`config.mk`:
```
export PLATFORM = sky130hd
export DESIGN_NAME = smbios_structure_walker
export DESIGN_NICKNAME = d
export VERILOG_FILES = /design/src/rtl/core/smbw_pkg.sv /design/src/rtl/core/smbw_walk.sv /design/src/rtl/core/smbios_structure_walker.sv
export SDC_FILE = /design/constraint.sdc
export NUM_CORES = 1
export LEC_CHECK = 0
export BUFFER_PORTS_ARGS = -buffer_cell sky130_fd_sc_hd__buf_2
export CORE_MARGIN = 3
export CORE_UTILIZATION = 35
export DETAILED_ROUTE_END_ITERATION = 16
export PLACE_DENSITY_LB_ADDON = 0.25
export SYNTH_ARGS = -nofsm -noshare
export SYNTH_HDL_FRONTEND = slang
export SYNTH_SLANG_ARGS = --single-unit
```
`constraint.sdc`:
```
create_clock -name clk -period 8.33 [get_ports clk]
set_input_delay 0 -clock clk [delete_from_list [all_inputs] [get_ports clk]]
set_output_delay 0 -clock clk [all_outputs]
set_load 0.1 [all_outputs]
```
`src/rtl/core/smbw_pkg.sv`:
```
`default_nettype none

package smbw_pkg;

  // Default width of the byte offset counter
  localparam int unsigned OFFSET_BITS_DEFAULT = 16;

  // Structure header constants
  localparam logic [7:0] END_TYPE = 8'd127;
  localparam logic [7:0] MIN_LEN  = 8'd4;

  // Configuration register indexes
  localparam logic REG_TARGET_TYPE = 1'b0;
  localparam logic REG_AREA_LENGTH = 1'b1;

  // Walk phases
  typedef enum logic [2:0] {
    PH_IDLE = 3'd0,
    PH_HDR0 = 3'd1,
    PH_HDR1 = 3'd2,
    PH_SKIP = 3'd3,
    PH_SCAN = 3'd4,
    PH_PEND = 3'd5
  } phase_t;

  // Result status codes
  typedef enum logic [1:0] {
    ST_MATCH     = 2'd0,
    ST_END       = 2'd1,
    ST_SHORT     = 2'd2,
    ST_EXHAUSTED = 2'd3
  } status_t;

  // One result from the walker
  typedef struct packed {
    logic        hit;
    status_t     status;
    logic [15:0] offset;
    logic [7:0]  length;
  } res_t;

endpackage

`default_nettype wire

```
`src/rtl/core/smbw_walk.sv`:
```
`default_nettype none

module smbw_walk #(
  parameter int unsigned OFFSET_BITS = smbw_pkg::OFFSET_BITS_DEFAULT
) (
  input  wire logic          clk,
  input  wire logic          rst,
  input  wire logic          step,
  input  wire logic [7:0]    byte_value,
  input  wire logic          area_start,
  input  wire logic [7:0]    target_type,
  input  wire logic [15:0]   area_length,
  output smbw_pkg::res_t     res
);

  // Compare width: covers the offset, the area length and small sums
  localparam int unsigned CW = ((OFFSET_BITS > 16) ? OFFSET_BITS : 16) + 2;

  smbw_pkg::phase_t         phase, phase_next;
  logic [OFFSET_BITS-1:0]   byte_offset, byte_offset_next;
  logic [OFFSET_BITS-1:0]   struct_start, struct_start_next;
  logic [7:0]               struct_kind, struct_kind_next;
  logic [7:0]               struct_len, struct_len_next;
  logic                     previous_zero, previous_zero_next;

  logic                     active;
  smbw_pkg::phase_t         ph;
  logic [OFFSET_BITS-1:0]   o;
  logic                     pz;
  logic [CW-1:0]            o_w, start_w, cap, al_w, eff_len;
  logic                     no_room, at_end, past_fmt, is_match, b_zero;

  // Resolve the phase and offset this byte is handled at
  always_comb begin
    active   = area_start ||
               ((phase != smbw_pkg::PH_IDLE) && (phase != smbw_pkg::PH_PEND));
    ph       = area_start ? smbw_pkg::PH_HDR0 : phase;
    o        = area_start ? '0 : byte_offset + OFFSET_BITS'(1);
    pz       = area_start ? 1'b0 : previous_zero;
    o_w      = CW'(o);
    start_w  = CW'(struct_start);
    cap      = CW'(1) << OFFSET_BITS;
    al_w     = CW'(area_length);
    eff_len  = (al_w > cap) ? cap : al_w;
    no_room  = (o_w + CW'(4)) > eff_len;
    at_end   = (o_w + CW'(1)) >= eff_len;
    past_fmt = o_w >= (start_w + CW'(struct_len));
    is_match = struct_kind == target_type;
    b_zero   = byte_value == 8'd0;
  end

  // Next state
  always_comb begin
    phase_next         = phase;
    byte_offset_next   = byte_offset;
    struct_start_next  = struct_start;
    struct_kind_next   = struct_kind;
    struct_len_next    = struct_len;
    previous_zero_next = previous_zero;
    if (step && active) begin
      byte_offset_next   = o;
      previous_zero_next = pz;
      phase_next         = ph;
      unique case (ph)
        smbw_pkg::PH_HDR0: begin
          if (no_room) begin
            phase_next = smbw_pkg::PH_IDLE;
          end else begin
            struct_start_next = o;
            struct_kind_next  = byte_value;
            phase_next        = smbw_pkg::PH_HDR1;
          end
        end
        smbw_pkg::PH_HDR1: begin
          struct_len_next = byte_value;
          if (byte_value < smbw_pkg::MIN_LEN || struct_kind == smbw_pkg::END_TYPE) begin
            phase_next = smbw_pkg::PH_IDLE;
          end else begin
            phase_next = smbw_pkg::PH_SKIP;
          end
        end
        smbw_pkg::PH_SKIP: begin
          if (at_end) begin
            phase_next = is_match ? smbw_pkg::PH_PEND : smbw_pkg::PH_IDLE;
          end else if (past_fmt) begin
            phase_next         = smbw_pkg::PH_SCAN;
            previous_zero_next = b_zero;
          end
        end
        smbw_pkg::PH_SCAN: begin
          if (at_end) begin
            phase_next = is_match ? smbw_pkg::PH_PEND : smbw_pkg::PH_IDLE;
          end else if (pz && b_zero) begin
            previous_zero_next = 1'b0;
            phase_next         = smbw_pkg::PH_HDR0;
          end else begin
            previous_zero_next = b_zero;
          end
        end
        default: phase_next = smbw_pkg::PH_IDLE;
      endcase
    end else if (step && phase == smbw_pkg::PH_PEND) begin
      phase_next = smbw_pkg::PH_IDLE;
    end
  end

  // Result for this byte
  always_comb begin
    res = '0;
    if (step && active) begin
      unique case (ph)
        smbw_pkg::PH_HDR0: begin
          if (no_room) begin
            res.hit    = 1'b1;
            res.status = smbw_pkg::ST_EXHAUSTED;
          end
        end
        smbw_pkg::PH_HDR1: begin
          if (byte_value < smbw_pkg::MIN_LEN) begin
            res.hit    = 1'b1;
            res.status = smbw_pkg::ST_SHORT;
          end else if (struct_kind == smbw_pkg::END_TYPE) begin
            res.hit    = 1'b1;
            res.status = smbw_pkg::ST_END;
          end
        end
        smbw_pkg::PH_SKIP, smbw_pkg::PH_SCAN: begin
          if (at_end || (ph == smbw_pkg::PH_SCAN && pz && b_zero && is_match)) begin
            res.hit = 1'b1;
            if (is_match) begin
              res.status = smbw_pkg::ST_MATCH;
              res.offset = start_w[15:0];
              res.length = struct_len;
            end else begin
              res.status = smbw_pkg::ST_EXHAUSTED;
            end
          end
        end
        default: res = '0;
      endcase
    end else if (step && phase == smbw_pkg::PH_PEND) begin
      res.hit    = 1'b1;
      res.status = smbw_pkg::ST_EXHAUSTED;
    end
  end

  // Hold walk state
  always_ff @(posedge clk) begin
    if (rst) begin
      phase         <= smbw_pkg::PH_IDLE;
      byte_offset   <= '0;
      struct_start  <= '0;
      struct_kind   <= '0;
      struct_len    <= '0;
      previous_zero <= 1'b0;
    end else begin
      phase         <= phase_next;
      byte_offset   <= byte_offset_next;
      struct_start  <= struct_start_next;
      struct_kind   <= struct_kind_next;
      struct_len    <= struct_len_next;
      previous_zero <= previous_zero_next;
    end
  end

endmodule

`default_nettype wire

```
`src/rtl/core/smbios_structure_walker.sv`:
```
`default_nettype none

// Channel  | Direction | Handshake          | Payload
// ---------+-----------+--------------------+-------------------------------------
// input    | in        | in_valid/in_stall  | byte_value[7:0], area_start
// output   | out       | out_valid/out_stall| status[1:0], table_offset[15:0],
//          |           |                    | match_length[7:0]
// config   | in        | cfg_write          | cfg_index, cfg_data[15:0]
//
// One byte per cycle sustained while the output is not stalled; a request waits in
// the input register, and its result, if any, is loaded from there into the output register.
// The walker updates its state once for each byte that steps.
// rst is synchronous and clears the walk state, config registers and valid flags.
// A stalled result holds the input register; a new byte is taken whenever the
// input register moves on in the same cycle or is empty.

module smbios_structure_walker #(
  parameter int unsigned OFFSET_BITS = smbw_pkg::OFFSET_BITS_DEFAULT
) (
  input  wire logic        clk,
  input  wire logic        rst,
  input  wire logic        in_valid,
  output logic             in_stall,
  input  wire logic [7:0]  byte_value,
  input  wire logic        area_start,
  output logic             out_valid,
  input  wire logic        out_stall,
  output logic [1:0]       status,
  output logic [15:0]      table_offset,
  output logic [7:0]       match_length,
  input  wire logic        cfg_write,
  input  wire logic        cfg_index,
  input  wire logic [15:0] cfg_data
);

  logic [7:0]     target_type;
  logic [15:0]    area_length;
  logic           in_q_valid;
  logic [7:0]     byte_q;
  logic           start_q;
  logic           out_free;
  logic           step;
  logic           accept;
  smbw_pkg::res_t res;

  assign out_free = !out_valid || !out_stall;
  assign step     = in_q_valid && out_free;
  assign in_stall = in_q_valid && !out_free;
  assign accept   = in_valid && !in_stall;

  // Write configuration registers
  always_ff @(posedge clk) begin
    if (rst) begin
      target_type <= '0;
      area_length <= '0;
    end else if (cfg_write) begin
      unique case (cfg_index)
        smbw_pkg::REG_TARGET_TYPE: target_type <= cfg_data[7:0];
        smbw_pkg::REG_AREA_LENGTH: area_length <= cfg_data;
        default: ;
      endcase
    end
  end

  // Capture the input request
  always_ff @(posedge clk) begin
    if (rst) begin
      in_q_valid <= 1'b0;
    end else if (accept) begin
      in_q_valid <= 1'b1;
    end else if (step) begin
      in_q_valid <= 1'b0;
    end
  end

  always_ff @(posedge clk) begin
    if (accept) begin
      byte_q  <= byte_value;
      start_q <= area_start;
    end
  end

  smbw_walk #(
    .OFFSET_BITS(OFFSET_BITS)
  ) u_walk (
    .clk        (clk),
    .rst        (rst),
    .step       (step),
    .byte_value (byte_q),
    .area_start (start_q),
    .target_type(target_type),
    .area_length(area_length),
    .res        (res)
  );

  // Load the result register
  always_ff @(posedge clk) begin
    if (rst) begin
      out_valid <= 1'b0;
    end else if (out_free) begin
      out_valid <= step && res.hit;
    end
  end

  always_ff @(posedge clk) begin
    if (step && res.hit) begin
      status       <= res.status;
      table_offset <= res.offset;
      match_length <= res.length;
    end
  end

endmodule

`default_nettype wire
```
==> out/qor.txt <==
CELLS AND AREA
------------------------------------------------------------------------------------------
Final std cell area, no fill ................................................ 0.008402 sq mm
Antenna cells ...............................................................            0
Layout area overhead ........................................................       19.17%
Share of layout cells above drive strength 1 ................................       0.1251
Fill count ..................................................................         1987
Post-Route Utilization ......................................................       0.4275
Area of combinational cells with multiple inputs ............................ 0.004150 sq mm
Number of nets in the layout ................................................          981
Area taken by flip-flops and latches ........................................ 0.002613 sq mm

TIMING
------------------------------------------------------------------------------------------
Number of max-slew violations in the final report ...........................            0
RSZ-0062 raised after global routing ........................................           no
Worst Tran Pin Value ........................................................      1098 ps
Worst rel slew slack ........................................................       0.2662
Final Critical Period .......................................................      6054 ps
Number of setup violations in the final report ..............................            0
Worst Hold Margin ...........................................................     24.60 ps
Crit share post-route .......................................................       0.7268
Total negative setup slack ..................................................         0 ps
Count of final hold-check violations ........................................            0
Fmax achieved ...............................................................    165.2 MHz
Worst clock skew ............................................................     13.46 ps

SETUP PATH
------------------------------------------------------------------------------------------
Logic depth of the worst setup path including buffers .......................           15
Worst-path cell chain ....................................................... ha_1 > inv_1 > or4_1 > and2_1 > nor2_1 > nand2_1 > nor3_1 > xor2_1 > ha_1 > a2111oi_0 > nor4_1 > a21oi_1 > o21ba_2 > o31ai_1 > nand2_1
Data required time at the worst endpoint ....................................      8240 ps
Startpoint types ............................................................         flop
Worst-path fanout max .......................................................           26
Crit-path leading delay family .............................................. simple AND/OR/NAND/NOR gates
Crit end category ...........................................................         flop
Slowest cell on the critical path ........................................... sky130_fd_sc_hd__nand2_1
Critical path origin ........................................................ u_walk.byte_offset[0]
CP max stage delay ..........................................................       690 ps
Type of the worst setup path ................................................      reg2reg
Cells on worst reg2reg path .................................................           15
Arrival time at the worst endpoint ..........................................      5960 ps
Worst reg2reg startpoint .................................................... u_walk.byte_offset[0]
Number of buffers and inverters on the critical path ........................            1

RUN STATUS
------------------------------------------------------------------------------------------
Result of the run ...........................................................    completed

PLACED DESIGN
------------------------------------------------------------------------------------------
Detailed placement HPWL .....................................................     12670 um
Input/output buffers ........................................................           58
Routability congestion estimate .............................................       0.8777
Area after DPL .............................................................. 0.007542 sq mm

CLOCK NETWORK
------------------------------------------------------------------------------------------
Clock latency of the later-clocked register in the worst-skew pair ..........       420 ps
Clock root buffer master .................................................... sky130_fd_sc_hd__clkbuf_16
CTS tree ....................................................................          yes
CTS Buf Count ...............................................................           17
Clk sinks ...................................................................          113
H-tree depth ................................................................            4
Maximum clock insertion buffer count ........................................            2
Clock edge transition at the registers on the reported setup and hold paths .        50 ps

MIN PATH
------------------------------------------------------------------------------------------
Kind of path behind the tightest hold check .................................       in2reg
Start point of the worst hold path ..........................................    out_stall
Instance count along the most critical hold path ............................            3

DIE
------------------------------------------------------------------------------------------
Initial Utilization .........................................................       0.3587
I/O pin cnt .................................................................           59
Height of the die ...........................................................     147.9 um
Die area .................................................................... 0.02188 sq mm
Number of placement rows ....................................................           51
Core region area ............................................................ 0.01965 sq mm
Horizontal extent of the die ................................................     147.9 um

SYNTH
------------------------------------------------------------------------------------------
Commonest cells in the netlist .............................................. sky130_fd_sc_hd__nand2_1 (123), sky130_fd_sc_hd__dfxtp_1 (78), sky130_fd_sc_hd__nor2_1 (76), sky130_fd_sc_hd__a21oi_1 (72), sky130_fd_sc_hd__ha_1 (59)
Count of distinct cell types in the synthesized netlist .....................           71
Synthesized area divided by synthesized cell count ..........................  8.662 sq um
Warnings from Yosys .........................................................            0
Leading cell types by total area after synthesis ............................ sky130_fd_sc_hd__dfxtp_1 (22%), sky130_fd_sc_hd__edfxtp_1 (15%), sky130_fd_sc_hd__ha_1 (10%), sky130_fd_sc_hd__nand2_1 (6.5%), sky130_fd_sc_hd__a21oi_1 (5.1%)
Cells after synthesis .......................................................          814
Dominant cell by count in the synthesized netlist ........................... sky130_fd_sc_hd__nand2_1
Number of enable-type register cells in the synthesized netlist .............           35
Number of synthesized register bits .........................................          113
Post-synthesis async set-or-reset flop share ................................            0
Dominant cell type by area after synthesis .................................. sky130_fd_sc_hd__dfxtp_1
Dominant synthesized flop cell .............................................. sky130_fd_sc_hd__dfxtp_1
Top-area cell type share of the netlist area ................................       0.2215
Sequential element share of the synthesized area ............................       0.3705
Synthesized area ............................................................ 0.007051 sq mm
Number of nets in the synthesized netlist ...................................          905

GLOBAL ROUTING
------------------------------------------------------------------------------------------
Vias in the first global route ..............................................         5623
Antenna violations before repair ............................................            0
GR Overflow Total ...........................................................            0
Overall fraction of global-route tracks in use ..............................       0.1680
Global-route wire length before repair ......................................     29200 um
Largest net degree at the start of global routing ...........................           81

ROUTING
------------------------------------------------------------------------------------------
Detailed-routing iteration count for the pre-antenna-repair pass ............            4
Detailed Route WL ...........................................................     17690 um
Routed wirelength normalized by instance count ..............................     15.14 um
Total via count after detailed routing ......................................         5778
Post-route antenna net violation count ......................................            0
DRC violation count after routing ...........................................            0
Drt via density .............................................................        4.947
Violation count after the first detailed-routing iteration ..................          349

POWER AND IR DROP
------------------------------------------------------------------------------------------
PD cells .................................................................... 162.8 mW/mm^2
Worst supply voltage drop on vdd ............................................    0.1588 mV
Total power consumption of the routed design ................................   0.001367 W
Static Leakage ..............................................................     3.614 nW

FLOW RUN
------------------------------------------------------------------------------------------
Maximum capacitance violations ..............................................            0

==> registers in the layout, summed over array words and instances, names as in the netlist <==
| name | flops |
|---|---|
| out_valid | 1 |
| byte_q | 8 |
| status | 2 |
| in_q_valid | 1 |
| table_offset | 16 |
| u_walk.previous_zero | 1 |
| u_walk.phase | 3 |
| target_type | 8 |
| start_q | 1 |
| u_walk.struct_kind | 8 |
| u_walk.byte_offset | 16 |
| area_length | 16 |
| match_length | 8 |
| u_walk.struct_len | 8 |
| u_walk.struct_start | 16 |
==> timing repair <==
action,CTS,global route
hold buffers,30,0
buffers inserted,0,0
endpoints found under the hold margin,34,0
gates resized for setup,0,0
endpoints found under the setup margin,0,0
==> through the flow <==
stage / setup slack, ps / std cells
after floorplan: 3238 / 814
after global placement: 2507 / 1106
after detailed placement: 2276 / 1106
after CTS: 2219 / 1168
after global routing: 1718 / 1168
final: 2276 / 1168
==> cell families after synthesis <==
family                     share of synthesized area
DFF                                           0.3705
adders and majority gates                     0.1075
buffers and inverters                        0.04117
muxes                                        0.05004
AOI/OAI and AO/OA                             0.1217
xor gates and xnor gates                     0.06832
and+or+nand+nor                               0.2406
==> cell type report <==
type,count,share of cell area
tap,265,0.03946
clock inverter,15,0.01593
clock buffer,17,0.05063
multi-input combinational,633,0.4940
inverter,32,0.01430
sequential,113,0.3109
timing repair buffer,93,0.07476
==> report_power, final <==
| group | switching (W) | internal (W) | total [W] |
|---|---|---|---|
| clock | 0.000279 | 0.000411 | 0.000690 |
| sequential | 0.00000736 | 0.000576 | 0.000583 |
| combinational | 0.0000561 | 0.0000382 | 0.0000943 |
| total | 0.000343 | 0.00102 | 0.00137 |
==> final timing paths <==
check | slack, ps | to
worst min register to register | 450 | area_length[9]
worst max-delay path | 2280 | table_offset[13]
worst min-delay path | 20 | out_valid
worst max register to register | 2280 | table_offset[13]
==> cells in the final DEF (no fill, tap or decap), types with 4 or more instances in the layout <==
master                          count
sky130_fd_sc_hd__and2_1            30
sky130_fd_sc_hd__mux2i_1           33
sky130_fd_sc_hd__inv_1             32
sky130_fd_sc_hd__nand2_1          123
sky130_fd_sc_hd__nand4b_1           5
sky130_fd_sc_hd__nor3_1             8
sky130_fd_sc_hd__nand2b_1          12
sky130_fd_sc_hd__a211oi_1           4
sky130_fd_sc_hd__nor4_1             9
sky130_fd_sc_hd__clkbuf_16         17
sky130_fd_sc_hd__nor2_1            75
sky130_fd_sc_hd__nand3_1           26
sky130_fd_sc_hd__nor2b_1            9
sky130_fd_sc_hd__a21o_1             8
sky130_fd_sc_hd__o21ai_0           18
sky130_fd_sc_hd__buf_2             58
sky130_fd_sc_hd__ha_1              59
sky130_fd_sc_hd__nand4_1           13
sky130_fd_sc_hd__and3_1             5
sky130_fd_sc_hd__o211ai_1           4
sky130_fd_sc_hd__dfxtp_1           78
sky130_fd_sc_hd__clkinv_4           4
sky130_fd_sc_hd__clkinvlp_4         4
sky130_fd_sc_hd__xnor2_1           28
sky130_fd_sc_hd__a21oi_1           72
sky130_fd_sc_hd__dlygate4sd3_1     30
sky130_fd_sc_hd__edfxtp_1          35
sky130_fd_sc_hd__buf_4              5
sky130_fd_sc_hd__o31ai_1            6
sky130_fd_sc_hd__xor2_1            27
==> worst min-delay path: stages <==
cell and delay (ps):
sky130_fd_sc_hd__buf_2 100, sky130_fd_sc_hd__nand2_1 130, sky130_fd_sc_hd__a31oi_1 130
==> metal layers <==
layer	global-route usage	routed length (um)
met5	0	0
met4	0.05681	153
met3	0.03188	966
met2	0.2732	8174
met1	0.2251	8393
(Power assumes the default switching activity.)
